**src/mset_pkg.sv**
```systemverilog
// ---------------------------------------------------------------------------
// mset_pkg - shared types and codes for the event slot timer table
// Command and kind codes, operand width, slot memory word.
// ---------------------------------------------------------------------------
package mset_pkg;

    localparam int OP_W   = 16;
    localparam int CMD_W  = 4;
    localparam int KIND_W = 3;

    localparam logic [CMD_W-1:0] CMD_TICK       = 4'd0;
    localparam logic [CMD_W-1:0] CMD_ARM        = 4'd1;
    localparam logic [CMD_W-1:0] CMD_REMOVE     = 4'd2;
    localparam logic [CMD_W-1:0] CMD_REMOVE_ALL = 4'd3;
    localparam logic [CMD_W-1:0] CMD_REDUCE     = 4'd4;
    localparam logic [CMD_W-1:0] CMD_SET_FIRST  = 4'd5;
    localparam logic [CMD_W-1:0] CMD_SET_REJECT = 4'd6;
    localparam logic [CMD_W-1:0] CMD_CLR_REJECT = 4'd7;

    localparam logic [KIND_W-1:0] KIND_ONCE      = 3'd0;
    localparam logic [KIND_W-1:0] KIND_PERIODIC  = 3'd1;
    localparam logic [KIND_W-1:0] KIND_COUNTDOWN = 3'd2;
    localparam logic [KIND_W-1:0] KIND_LOCK      = 3'd3;
    localparam logic [KIND_W-1:0] KIND_CHAIN     = 3'd4;
    localparam logic [KIND_W-1:0] KIND_RANGE     = 3'd5;

    typedef struct packed {
        logic [KIND_W-1:0]      kind;
        logic signed [OP_W-1:0] first;
        logic signed [OP_W-1:0] second;
    } slot_word_t;

endpackage

```
**src/multi_slot_event_timer_table.sv**
```systemverilog
// ---------------------------------------------------------------------------
// multi_slot_event_timer_table - tick driven event slot table
// Slot operands live in a one-port-read synchronous memory; firings of a
// tick walk are buffered in a second memory and replayed after the walk.
// ---------------------------------------------------------------------------
// Usage:
//   Commands arrive on the s_axis channel, one per transfer. Each command
//   yields one or more result transfers on m_axis: for a tick, one transfer
//   per fired slot (tuser = 1) in ascending slot order, then a status
//   transfer (tuser = 0, tlast = 1). Other commands give the status only.
//   All results of a command carry the addressed slot's fields, the armed
//   count and the tick counter as they stand after the command.
//   A tick walks all SLOTS entries, reading each armed slot from memory and
//   running the iterative remainder unit for each armed periodic slot with a
//   positive period; the walk then closes and the buffered results are replayed.
//   One command is processed at a time; s_axis_tready is high only between
//   commands. The output register lets the next command enter while the
//   last status still waits to be taken.
//   Reset clears armed, valid and reject bits and the tick counter; slot
//   memory contents need no clearing, an entry without its valid bit reads
//   as zero. A stalled receiver holds the output register and stops the
//   replay of buffered firings.
// ---------------------------------------------------------------------------
module multi_slot_event_timer_table
#(
    parameter int SLOTS     = 16,
    parameter int TICK_WRAP = 60000
)
(
    input  logic        clk,
    input  logic        rst_n,
    input  logic        s_axis_tvalid,
    output logic        s_axis_tready,
    // [3:0] command, [6:4] kind, [10:7] slot, [26:11] first_operand,
    // [42:27] second_operand, [43] reject_flag, [47:44] zero
    input  logic [47:0] s_axis_tdata,
    output logic        m_axis_tvalid,
    input  logic        m_axis_tready,
    // [15:0] fired_id, [31:16] entry_first, [47:32] entry_second,
    // [48] entry_rejected, [53:49] active_count, [69:54] tick_now, [71:70] zero
    output logic [71:0] m_axis_tdata,
    // [0] fired
    output logic [0:0]  m_axis_tuser,
    output logic        m_axis_tlast
);

    localparam int W  = mset_pkg::OP_W;
    localparam int SW = (SLOTS > 1) ? $clog2(SLOTS) : 1;
    localparam int CW = $clog2(SLOTS + 1);

    // state codes
    localparam logic [3:0] ST_IDLE    = 4'd0;
    localparam logic [3:0] ST_WALK_RD = 4'd1;
    localparam logic [3:0] ST_WALK_EV = 4'd2;
    localparam logic [3:0] ST_WALK_DV = 4'd3;
    localparam logic [3:0] ST_UPD_RD  = 4'd4;
    localparam logic [3:0] ST_UPD     = 4'd5;
    localparam logic [3:0] ST_FETCH_RD= 4'd6;
    localparam logic [3:0] ST_FETCH   = 4'd7;
    localparam logic [3:0] ST_EMIT_RD = 4'd8;
    localparam logic [3:0] ST_EMIT_LD = 4'd9;

    logic [3:0] state_reg, state_next;

    // latched command
    logic [mset_pkg::CMD_W-1:0]  cmd_reg;
    logic [mset_pkg::KIND_W-1:0] kind_reg;
    logic [3:0]                  slot_reg;
    logic signed [W-1:0]         opa_reg, opb_reg;
    logic                        rf_reg;

    // per-slot flag bits
    logic [SLOTS-1:0] armed_reg, armed_next;
    logic [SLOTS-1:0] valid_reg, valid_next;
    logic [SLOTS-1:0] rej_reg, rej_next;
    logic [W-1:0]     tick_reg, tick_next;

    logic [CW-1:0] idx_reg, idx_next;     // walk / replay index
    logic [CW-1:0] fcnt_reg, fcnt_next;   // buffered firings

    // slot memory
    mset_pkg::slot_word_t slot_mem [SLOTS];
    mset_pkg::slot_word_t slot_rdata;
    mset_pkg::slot_word_t slot_wdata;
    mset_pkg::slot_word_t word;
    logic [SW-1:0]        slot_raddr, slot_waddr;
    logic                 slot_we;

    // fire buffer memory
    logic [W-1:0]  fire_mem [SLOTS];
    logic [W-1:0]  fire_rdata;
    logic [W-1:0]  fire_wdata;
    logic          fire_we;

    // entry fields of the addressed slot
    logic signed [W-1:0] ent_first_reg, ent_second_reg;
    logic                ent_rej_reg;
    logic                ent_load;

    // output register
    logic        out_valid_reg, out_valid_next;
    logic [71:0] out_data_reg;
    logic        out_fired_reg, out_last_reg;
    logic        out_load, out_is_fire;

    // remainder unit
    logic         rem_start, rem_done;
    logic [W-1:0] rem_val;

    logic          ok;
    logic [SW-1:0] s_idx, w_idx;
    logic          in_xfer;
    logic          out_free;

    assign in_xfer  = s_axis_tvalid && s_axis_tready;
    assign ok       = 32'(slot_reg) < SLOTS;
    assign s_idx    = SW'(slot_reg);
    assign w_idx    = idx_reg[SW-1:0];
    assign out_free = !out_valid_reg || m_axis_tready;
    assign word     = valid_reg[w_idx] ? slot_rdata : '0;

    mset_rem u_rem
    (
        .clk       (clk),
        .rst_n     (rst_n),
        .start     (rem_start),
        .dividend  (tick_reg),
        .divisor   (word.first),
        .done      (rem_done),
        .remainder (rem_val)
    );

    always_comb
    begin
        mset_pkg::slot_word_t uw;
        logic signed [W-1:0]  f;
        state_next  = state_reg;
        armed_next  = armed_reg;
        valid_next  = valid_reg;
        rej_next    = rej_reg;
        tick_next   = tick_reg;
        idx_next    = idx_reg;
        fcnt_next   = fcnt_reg;
        slot_raddr  = w_idx;
        slot_we     = 1'b0;
        slot_waddr  = w_idx;
        slot_wdata  = word;
        fire_we     = 1'b0;
        fire_wdata  = W'(idx_reg);
        rem_start   = 1'b0;
        ent_load    = 1'b0;
        out_load    = 1'b0;
        out_is_fire = 1'b0;
        uw          = valid_reg[s_idx] ? slot_rdata : '0;
        f           = word.first;

        unique case (state_reg)
            ST_IDLE:
            begin
                idx_next  = '0;
                fcnt_next = '0;
                if (in_xfer)
                begin
                    case (s_axis_tdata[3:0]) inside
                        mset_pkg::CMD_TICK:       state_next = ST_WALK_RD;
                        mset_pkg::CMD_REMOVE_ALL:
                        begin
                            armed_next = '0;
                            valid_next = '0;
                            state_next = ST_FETCH_RD;
                        end
                        mset_pkg::CMD_CLR_REJECT:
                        begin
                            rej_next   = '0;
                            state_next = ST_FETCH_RD;
                        end
                        mset_pkg::CMD_ARM, mset_pkg::CMD_REMOVE, mset_pkg::CMD_REDUCE,
                        mset_pkg::CMD_SET_FIRST, mset_pkg::CMD_SET_REJECT:
                            // a slot beyond the table changes nothing
                            state_next = (32'(s_axis_tdata[10:7]) < SLOTS)
                                         ? ST_UPD_RD : ST_FETCH_RD;
                        default:                  state_next = ST_FETCH_RD;
                    endcase
                end
            end

            ST_WALK_RD:
            begin
                if (idx_reg == CW'(SLOTS))
                begin
                    tick_next  = (tick_reg == W'(TICK_WRAP - 1)) ? '0 : tick_reg + W'(1);
                    state_next = ST_FETCH_RD;
                end
                else if (!armed_reg[w_idx])
                    idx_next = idx_reg + CW'(1);
                else
                    state_next = ST_WALK_EV;
            end

            ST_WALK_EV:
            begin
                state_next = ST_WALK_RD;
                idx_next   = idx_reg + CW'(1);
                case (word.kind)
                    mset_pkg::KIND_PERIODIC:
                    begin
                        if (f > 0)
                        begin
                            rem_start  = 1'b1;
                            idx_next   = idx_reg;
                            state_next = ST_WALK_DV;
                        end
                    end
                    mset_pkg::KIND_COUNTDOWN:
                    begin
                        if (f >= 1)
                        begin
                            slot_we          = 1'b1;
                            slot_wdata.first = f - W'(1);
                        end
                        else
                        begin
                            fire_we           = 1'b1;
                            armed_next[w_idx] = 1'b0;
                        end
                    end
                    mset_pkg::KIND_LOCK:
                    begin
                        if (f <= 0)
                        begin
                            fire_we           = 1'b1;
                            armed_next[w_idx] = 1'b0;
                        end
                    end
                    mset_pkg::KIND_CHAIN:
                    begin
                        fire_we = 1'b1;
                        if (f >= 1)
                        begin
                            slot_we          = 1'b1;
                            slot_wdata.first = f - W'(1);
                        end
                        else
                        begin
                            fire_wdata        = word.second;
                            armed_next[w_idx] = 1'b0;
                        end
                    end
                    mset_pkg::KIND_RANGE:
                    begin
                        fire_we = 1'b1;
                        if (f < word.second)
                        begin
                            slot_we          = 1'b1;
                            slot_wdata.first = f + W'(1);
                        end
                        else if (f == word.second)
                            armed_next[w_idx] = 1'b0;
                    end
                    default:
                    begin
                        fire_we           = 1'b1;
                        armed_next[w_idx] = 1'b0;
                    end
                endcase
                if (fire_we)
                    fcnt_next = fcnt_reg + CW'(1);
            end

            ST_WALK_DV:
            begin
                if (rem_done)
                begin
                    if (rem_val == '0)
                    begin
                        fire_we   = 1'b1;
                        fcnt_next = fcnt_reg + CW'(1);
                    end
                    idx_next   = idx_reg + CW'(1);
                    state_next = ST_WALK_RD;
                end
            end

            ST_UPD_RD:
            begin
                slot_raddr = s_idx;
                state_next = ST_UPD;
            end

            ST_UPD:
            begin
                slot_waddr = s_idx;
                slot_wdata = uw;
                state_next = ST_FETCH_RD;
                case (cmd_reg)
                    mset_pkg::CMD_ARM:
                    begin
                        if (kind_reg <= mset_pkg::KIND_RANGE
                            && !((kind_reg == mset_pkg::KIND_ONCE
                                  || kind_reg == mset_pkg::KIND_COUNTDOWN) && rej_reg[s_idx])
                            && !(kind_reg == mset_pkg::KIND_PERIODIC && opa_reg <= 0))
                        begin
                            slot_we           = 1'b1;
                            slot_wdata.kind   = kind_reg;
                            slot_wdata.first  = (kind_reg != mset_pkg::KIND_ONCE) ? opa_reg : '0;
                            slot_wdata.second = (kind_reg == mset_pkg::KIND_CHAIN
                                                 || kind_reg == mset_pkg::KIND_RANGE)
                                                ? opb_reg : '0;
                            valid_next[s_idx] = 1'b1;
                            armed_next[s_idx] = 1'b1;
                        end
                    end
                    mset_pkg::CMD_REMOVE:
                    begin
                        valid_next[s_idx] = 1'b0;
                        armed_next[s_idx] = 1'b0;
                    end
                    mset_pkg::CMD_REDUCE:
                    begin
                        slot_we           = 1'b1;
                        valid_next[s_idx] = 1'b1;
                        if (uw.first != {1'b1, {(W-1){1'b0}}})
                            slot_wdata.first = uw.first - W'(1);
                    end
                    mset_pkg::CMD_SET_FIRST:
                    begin
                        slot_we           = 1'b1;
                        valid_next[s_idx] = 1'b1;
                        slot_wdata.first  = opa_reg;
                    end
                    mset_pkg::CMD_SET_REJECT: rej_next[s_idx] = rf_reg;
                    default: ;
                endcase
            end

            ST_FETCH_RD:
            begin
                slot_raddr = s_idx;
                state_next = ST_FETCH;
            end

            ST_FETCH:
            begin
                ent_load   = 1'b1;
                idx_next   = '0;
                state_next = ST_EMIT_RD;
            end

            ST_EMIT_RD:
            begin
                state_next = ST_EMIT_LD;
            end

            ST_EMIT_LD:
            begin
                if (out_free)
                begin
                    out_load = 1'b1;
                    if (idx_reg == fcnt_reg)
                        state_next = ST_IDLE;
                    else
                    begin
                        out_is_fire = 1'b1;
                        idx_next    = idx_reg + CW'(1);
                        state_next  = ST_EMIT_RD;
                    end
                end
            end

            default: state_next = ST_IDLE;
        endcase
    end

    always_comb
    begin
        out_valid_next = out_valid_reg;
        if (out_valid_reg && m_axis_tready)
            out_valid_next = 1'b0;
        if (out_load)
            out_valid_next = 1'b1;
    end

    always_ff @(posedge clk or negedge rst_n)
    begin
        if (!rst_n)
        begin
            state_reg     <= ST_IDLE;
            armed_reg     <= '0;
            valid_reg     <= '0;
            rej_reg       <= '0;
            tick_reg      <= '0;
            idx_reg       <= '0;
            fcnt_reg      <= '0;
            out_valid_reg <= 1'b0;
        end
        else
        begin
            state_reg     <= state_next;
            armed_reg     <= armed_next;
            valid_reg     <= valid_next;
            rej_reg       <= rej_next;
            tick_reg      <= tick_next;
            idx_reg       <= idx_next;
            fcnt_reg      <= fcnt_next;
            out_valid_reg <= out_valid_next;
        end
    end

    // slot memory: one write, one registered read
    always_ff @(posedge clk)
    begin
        if (slot_we)
            slot_mem[slot_waddr] <= slot_wdata;
        slot_rdata <= slot_mem[slot_raddr];
    end

    // fire buffer
    always_ff @(posedge clk)
    begin
        if (fire_we)
            fire_mem[fcnt_reg[SW-1:0]] <= fire_wdata;
        fire_rdata <= fire_mem[idx_reg[SW-1:0]];
    end

    // command latch, entry fields and output payload
    always_ff @(posedge clk)
    begin
        if (in_xfer)
        begin
            cmd_reg  <= s_axis_tdata[3:0];
            kind_reg <= s_axis_tdata[6:4];
            slot_reg <= s_axis_tdata[10:7];
            opa_reg  <= s_axis_tdata[26:11];
            opb_reg  <= s_axis_tdata[42:27];
            rf_reg   <= s_axis_tdata[43];
        end
        if (ent_load)
        begin
            ent_first_reg  <= (ok && valid_reg[s_idx]) ? slot_rdata.first : '0;
            ent_second_reg <= (ok && valid_reg[s_idx]) ? slot_rdata.second : '0;
            ent_rej_reg    <= ok ? rej_reg[s_idx] : 1'b0;
        end
        if (out_load)
        begin
            out_fired_reg <= out_is_fire;
            out_last_reg  <= !out_is_fire;
            out_data_reg  <= {2'b00, tick_reg, 5'($countones(armed_reg)), ent_rej_reg,
                              ent_second_reg, ent_first_reg,
                              out_is_fire ? fire_rdata : W'(0)};
        end
    end

    assign s_axis_tready   = (state_reg == ST_IDLE);
    assign m_axis_tvalid   = out_valid_reg;
    assign m_axis_tdata    = out_data_reg;
    assign m_axis_tuser[0] = out_fired_reg;
    assign m_axis_tlast    = out_last_reg;

endmodule

```
**src/mset_rem.sv**
```systemverilog
// ---------------------------------------------------------------------------
// mset_rem - iterative unsigned remainder
// Restoring shift-subtract, one quotient bit per cycle.
// ---------------------------------------------------------------------------
module mset_rem
(
    input  logic                        clk,
    input  logic                        rst_n,
    input  logic                        start,
    input  logic [mset_pkg::OP_W-1:0]   dividend,
    input  logic [mset_pkg::OP_W-1:0]   divisor,
    output logic                        done,
    output logic [mset_pkg::OP_W-1:0]   remainder
);

    localparam int W  = mset_pkg::OP_W;
    localparam int NW = $clog2(W + 1);

    logic [W-1:0]  rem_reg, rem_next;
    logic [W-1:0]  dq_reg, dq_next;
    logic [W-1:0]  div_reg, div_next;
    logic [NW-1:0] cnt_reg, cnt_next;
    logic          busy_reg, busy_next;
    logic          done_reg, done_next;
    logic [W:0]    trial;

    always_comb
    begin
        rem_next  = rem_reg;
        dq_next   = dq_reg;
        div_next  = div_reg;
        cnt_next  = cnt_reg;
        busy_next = busy_reg;
        done_next = 1'b0;
        trial     = {rem_reg, dq_reg[W-1]};
        if (start)
        begin
            rem_next  = '0;
            dq_next   = dividend;
            div_next  = divisor;
            cnt_next  = NW'(W);
            busy_next = 1'b1;
        end
        else if (busy_reg)
        begin
            if (trial >= {1'b0, div_reg})
                trial = trial - {1'b0, div_reg};
            rem_next = trial[W-1:0];
            dq_next  = {dq_reg[W-2:0], 1'b0};
            cnt_next = cnt_reg - NW'(1);
            if (cnt_reg == NW'(1))
            begin
                busy_next = 1'b0;
                done_next = 1'b1;
            end
        end
    end

    always_ff @(posedge clk or negedge rst_n)
    begin
        if (!rst_n)
        begin
            busy_reg <= 1'b0;
            done_reg <= 1'b0;
            cnt_reg  <= '0;
        end
        else
        begin
            busy_reg <= busy_next;
            done_reg <= done_next;
            cnt_reg  <= cnt_next;
        end
    end

    always_ff @(posedge clk)
    begin
        rem_reg <= rem_next;
        dq_reg  <= dq_next;
        div_reg <= div_next;
    end

    assign done      = done_reg;
    assign remainder = rem_reg;

endmodule

```
**config.mk**
```make
export PLATFORM = sky130hd
export DESIGN_NAME = multi_slot_event_timer_table
export DESIGN_NICKNAME = d
export VERILOG_FILES = /design/src/mset_pkg.sv /design/src/multi_slot_event_timer_table.sv /design/src/mset_rem.sv
export SDC_FILE = /design/constraint.sdc
export NUM_CORES = 2
export LEC_CHECK = 0
export BUFFER_PORTS_ARGS = -buffer_cell sky130_fd_sc_hd__buf_2
export CAP_MARGIN = 20
export CORE_MARGIN = 1.5
export CORE_UTILIZATION = 40
export CTS_CLUSTER_DIAMETER = 30
export DETAILED_ROUTE_END_ITERATION = 8
export GPL_TIMING_DRIVEN = 0
export PLACE_DENSITY = 0.59
export SYNTH_ARGS = -nofsm -noshare
export SYNTH_HDL_FRONTEND = slang
export SYNTH_SLANG_ARGS = --single-unit
```
**constraint.sdc**
```tcl
create_clock -name clk -period 7.2 [get_ports clk]
set_clock_uncertainty 0.05 [all_clocks]
set_input_delay 0.36 -clock clk [delete_from_list [all_inputs] [get_ports clk]]
set_output_delay 0.36 -clock clk [all_outputs]
set_load 0.01 [all_outputs]
```
# Word level (Yosys, flattened, before mapping)
# Memories as Yosys holds them, arrays and structs flattened. A register that Yosys moved wholly into a read port is not among the register bits.
# Index checks and enable logic that the tools add are counted.
# op_classes
addsub,23
order_cmp,11
n_eq_ne,59
mux,118
n_bitwise,7
n_reduce_logical,38
# op_table
operator,count
two-way mux 16 bit,28
one-hot mux 16 bit (2 select lines),5
one-hot mux 16 bit (3 select lines),3
two-way mux 35 bit,3
one-hot mux 16 bit (4 select lines),1
two-way mux 5 bit,12
AND 16 bit,3
equality test 4 x 3 -> 1 bit (second input constant),11
one-hot mux 4 bit (10 select lines),1
two-way mux 1 bit,35
less-or-equal comparator 16 x 1 -> 1 bit (second input constant),2
two-way mux 4 bit,8
NOT 16 bit,2
OR 16 bit,2
subtractor 16 x 2 -> 16 bit (second input constant),2
one-hot mux 5 bit (5 select lines),1
inequality test 3 bit (second input constant),7
equality test 4 x 2 -> 1 bit (second input constant),5
inequality test 2 bit (second input constant),9
>= comparator 17 x 16 -> 1 bit,1
adder 1 x 1 -> 2 bit,8
adder 16 x 1 -> 16 bit (second input constant),1
adder 16 x 2 -> 16 bit (second input constant),1
binary-select mux 1 bit (select 4 bit),4
49 further kinds,101
# totals
register_bits,283
ramBits,816
input_bits,52
elab_cells,285
memories,2
# memory_table
name,depth,width,read_ports,rd_ports_with_merged_regs,write_ports,line,rtl
slot_mem,16,35,1,1,1,multi_slot_event_timer_table.sv:82,mset_pkg::slot_word_t slot_mem [SLOTS];
fire_mem,16,16,1,1,1,multi_slot_event_timer_table.sv:90,logic [W-1:0] fire_mem [SLOTS];

# Logic depth before layout (Yosys ltp)
# depth
ltp_word,11
ltp_mapped,21

# By module
# A second synthesis with hierarchy kept.
# unflattened
cells_unflattened,3068
area_unflattened_um2,48645.4
# by_module_without_submodules
module,instances,cells_per_inst,area_per_inst_um2
multi_slot_event_timer_table,1,2766,45471.1
mset_rem,1,302,3174.3

# Worst setup path after synthesis
# No wires, ideal clock.
# synth_path
path_kind,reg-to-reg
startpoint,register idx_reg[1]
endpoint,memory slot_mem[3][0] (netlist bit) (enable)
setup_ns,0.427
arrival_ns,5.985
path_slack_ns,0.738
stages_incl_launch_ff,22
path_buffers,7
cell_sequence,dfrtp_1 > buf_6 > mux4_2 > o22a_1 > a32o_1 > buf_6 > clkbuf_1 > buf_2 > clkbuf_1 > clkbuf_1 > nand2_1 > ha_1 > and3_1 > nand4_1 > or2_2 > a211oi_1 > a211o_2 > xnor2_2 > buf_4 > o21ai_0 > o21ai_0 > nor2_1
# synth_between
elab_chain_cells,9
# synth_rtl
item,line,rtl
start: declaration,multi_slot_event_timer_table.sv:78,"logic [CW-1:0] idx_reg, idx_next;"
start signal: assignment,multi_slot_event_timer_table.sv:403,idx_reg <= idx_next;
binary-select mux 1 bit (select 4 bit),multi_slot_event_timer_table.sv:120,assign word = valid_reg[w_idx] ? slot_rdata : '0;
two-way mux 1 bit (implied by the code),multi_slot_event_timer_table.sv:120,
two-way mux 35 bit,multi_slot_event_timer_table.sv:120,
"< comparator 16 bit, or another cell as far along",multi_slot_event_timer_table.sv:252,if (f < word.second)
"two-way mux 1 bit, or another cell as far along",multi_slot_event_timer_table.sv:252,
one-hot mux 1 bit (2 select lines),multi_slot_event_timer_table.sv:204,case (word.kind)
one-hot mux 1 bit (2 select lines),multi_slot_event_timer_table.sv:157,unique case (state_reg)
two-way mux 1 bit,multi_slot_event_timer_table.sv:412,if (slot_we)
two-way mux 1 bit (implied by the code),multi_slot_event_timer_table.sv:413,slot_mem[slot_waddr] <= slot_wdata;
end: declaration,multi_slot_event_timer_table.sv:82,
# Several ways; a longest one is shown, not always the timed one. The select of a mux whose other input is x is not followed.

# Final worst setup path
# layout_path
startpoint,register idx_reg[0]
endpoint,memory slot_mem[8][33] (netlist bit) (enable)
# Same word-level chain as after synthesis.

==> metrics.md <==
| Metric | Value |
|---|---|
| Reg2Reg Setup Slack | `0.46 ns` |
| Bufs on Longest Clock Path | `3` |
| IO Pins | `roughly 130` |
| Clk slew on worst S/H paths | `0.05 ns` |
| Failing checks | `max-capacitance violations, max-slew violations` |
| Final hold vios | `0` |
| Placed cell count | `4908` |
| Max reg flops | `between 500 and 600` |
| Leak | `~19 nW` |
| Pwr per Cell Area | `between 200 and 300 mW/mm^2` |
| Worst EP arrival | `7.20 ns` |
| Initial cell density of the core | `0.4032` |
| Max-slew violation count | `6` |
| Final setup viols | `0` |
| Die H | `350.7 um` |
| Congestion Overflow GR | `0` |
| Overall Global Routing Usage | `0.2258` |
| Hold Crit Class | `in2reg` |
| Nets@finish | `between 3000 and 4000` |
| Routability cong. | `about 0.97` |
| Synth area leaders | `edfxtp_1 62%, mux4_2 11%, dfrtp_1 4.4%` |
| Wire length per cell | `between 20 and 30 um` |
| Dpl cell area | `between 0.05 and 0.06 mm^2` |
| CP max stage cell | `clkbuf_1` |
| CTS tree | `built` |
| Die area | `approximately 0.12 mm^2` |
| Area leader, netlist | `edfxtp_1` |
| Netlist cell types | `about 80` |
| # rows | `between 100 and 150` |
| Yosys top cell area share | `0.6190` |
| Setup crit end kind | `register` |
| Cell Chain, Critical Path | `clkbuf_1 > o22a_1 > a32o_1 > buf_6 > clkbuf_1 > buf_4 > clkbuf_1 > nand2_1 > ha_1 > and4_1 > nand2_1 > or2_2 > a211oi_1 > a211o_2 > xnor2_2 > buf_4 > o21ai_0 > nand2_1 > nor2_4 > buf_12 > buf_16` |
| Mean post-synth cell area | `15.57 um^2` |
| Proportion of layout cells with a drive suffix above 1 | `0.2452` |
| Fmax | `between 100 and 150 MHz` |
| Die width | `around 350 um` |
| CTS Sinks | `roughly 1200` |
| Synthesis Warnings | `0` |
| Via count | `30120` |
| Fin cells | `between 5000 and 6000` |
| Slew margin rel. | `-0.1013` |
| Peak supply drop | `around 0.24 mV` |
| Cell Area, Synth | `0.04837 mm^2` |
| Final setup margin | `roughly 0.46 ns` |
| Pre-CTS setup slack | `-0.8182 ns` |
| Maxcap violations | `1` |
| Post-Syn Instances | `slightly above 3000` |
| Initial antenna violation count | `0` |
| Port Buffer Count | `121` |
| First DRT Iteration DRCs | `approximately 2800` |
| DRC | `0` |
| Clock Latency Late Sink | `between 0.8 and 0.9 ns` |
| Worst slew pin tran | `between 1.5 and 2 ns` |
| Final ANT Viol Nets | `0` |
| Seq/Total Area, Yosys | `0.6912` |
| Post-DP HPWL | `roughly 94 mm` |
| Via density | `approximately 5.6` |
| Register with the most flip-flops | `slot_mem` |
| Placeable Area | `0.1200 mm^2` |
| CP startpoint kind | `register` |
| Max FO, Critical Path | `19` |
| Final worst path period need | `slightly below 7 ns` |
| Largest net degree at the start of global routing | `roughly 60` |
| First-pass GRT wire length | `201.9 mm` |
| Outcome | `finished, violations left` |
| EDFF count, synth | `between 900 and 1000` |
| FF+latch count, synth | `roughly 1200` |
| Syn-to-layout area delta | `26.31%` |
| Pre-antenna DRT Iters | `6` |
| Clk root buf | `clkbuf_16` |
| Critical path class | `reg2reg` |
| Clock buffer count from CTS | `221` |
| Fin util | `0.5092` |
| Vias in the first global route | `slightly above 30000` |
| Final worst path period share | `0.9365` |
| Total routed wirelength | `137.8 mm` |
| H-Tree Depth | `4` |
| Ys flop type | `edfxtp_1` |
| Final Cell Area | `approximately 0.06 mm^2` |
| CP required | `~7.7 ns` |
| Max incr delay on CP | `0.55 ns` |
| Asr flop ratio synth | `0.07478` |
| RSZ-0062 raised after global routing | `no` |
==> worst max-delay path: cells and delay by family (launching register included) <==
| kind | cells | cell delay [ns] |
|---|---|---|
| AO/OA/AOI/OAI | 5 | 1.31 |
| XOR/XNOR | 1 | 0.07 |
| adder cells (fa/ha/maj) | 1 | 0.39 |
| buffers and inverters | 8 | 2.58 |
| flip-flops | 1 | 0.37 |
| AND/OR/NAND/NOR | 6 | 1.60 |
==> power by group <==
group                      switching, W  leakage (nW)  internal (W)  total [W]
clock                           0.00361          3.84       0.00707     0.0107
sequential     0.0000000000000000000176          8.71       0.00716    0.00716
combinational                 0.0000224          6.35     0.0000300  0.0000524
==> final timing paths <==
| path | start | endpoint | cells after the start |
|---|---|---|---|
| hold / removal | s_axis_tdata[29] | opb_reg[2] | 2 |
| hold reg to reg | ent_first_reg[11] | m_axis_tdata[27] | 0 |
| setup / recovery | idx_reg[0] | slot_mem[8][33] | 21 |
| min in group asynchronous | rst_n | tick_reg[6] | 4 |
| setup reg to reg | idx_reg[0] | slot_mem[8][33] | 21 |
| max in group asynchronous | rst_n | valid_reg[4] | 4 |
==> cell families (layout without fill, tap and decap cells) <==
group,after synthesis,after routing,share of synthesized area
other,1,3,0.00007753
muxes,261,261,0.1138
and+or+nand+nor,802,804,0.07848
DFF,1150,1150,0.6912
AOI/OAI and AO/OA,526,526,0.06863
adders and majority gates,62,62,0.01775
buffers and inverters,255,954,0.02082
xor gates and xnor gates,50,50,0.009209
==> metal layers <==
layer | track usage | wire [um]
met5 | 0.001962 | 0
met4 | 0.08419 | 4340
met3 | 0.04722 | 10070
met2 | 0.3575 | 65280
met1 | 0.3073 | 58070
==> Yosys cell counts, types with 5 or more instances <==
cell type,number
a211oi_1,45
a21o_1,17
a21oi_1,129
a221o_1,5
a22oi_1,7
a31oi_1,63
a41oi_1,5
and2_1,84
and3_1,20
and4_1,7
buf_1,19
buf_2,19
clkbuf_1,133
dfrtp_1,86
dfxtp_1,67
edfxtp_1,997
fa_1,11
ha_1,51
inv_1,79
mux2i_1,27
mux4_2,231
nand2_1,286
nand2b_1,21
nand3_1,54
nand3b_1,5
nand4_1,28
nor2_1,169
nor2b_1,16
nor3_1,56
nor4_1,21
o211ai_1,44
o21a_1,6
o21ai_0,134
o21ai_1,6
o31ai_1,5
or2_2,8
or3_1,11
xnor2_1,30
xor2_1,19
==> per-stage QoR <==
step / setup TNS (ns) / hold WS, ns / power [W]
2_1_floorplan: 0 / 0.01441 / 0.007286
3_3_place_gp: -1870.64 / 0.3527 / 0.007313
3_5_place_dp: -319.32 / 0.2774 / 0.007315
4_1_cts: 0 / 0.1406 / 0.01804
5_1_grt: 0 / 0.1729 / 0.01837
6_report: 0 / 0.1942 / 0.01789
==> cells in the final DEF (no fill, tap or decap), types with 30 or more instances in the layout <==
master         Yosys  routed
edfxtp_1         997     997
nand2_1          286     286
mux4_2           231     231
clkbuf_16          0     225
clkbuf_1         133     156
buf_2             19     145
nor2_1           169     140
o21ai_0          134     131
a21oi_1          129     128
dfrtp_1           86      86
and2_1            84      84
inv_1             79      79
dfxtp_1           67      67
a31oi_1           63      61
nand3_1           54      54
nor3_1            56      51
ha_1              51      51
dlygate4sd3_1      0      48
buf_4              3      46
a211oi_1          45      45
o211ai_1          44      44
clkinv_2           0      34
bufinv_16          0      33
xnor2_1           30      30
==> timing repair <==
item,4_1_cts,5_1_grt
endpoints found under the setup margin,696,102
endpoints found under the hold margin,135,0
resized for setup,3,0
hold buffers,49,0
buffers inserted,16,9
pin swaps,12,4
gates cloned,0,2
==> cell type report <==
class                   instances  area (um^2)
repair buffers                279         2531
diodes                          1        2.502
inverters                      79        296.5
clock buffers                 262         5869
well taps                    1612         2017
flip-flops and latches       1150        33430
fillers                      9916        58880
plain buffers                 174        708.2
clock inverters               160         2077
multi-input cells            1705        14160
No activity file was read; power rests on OpenSTA's default activity.
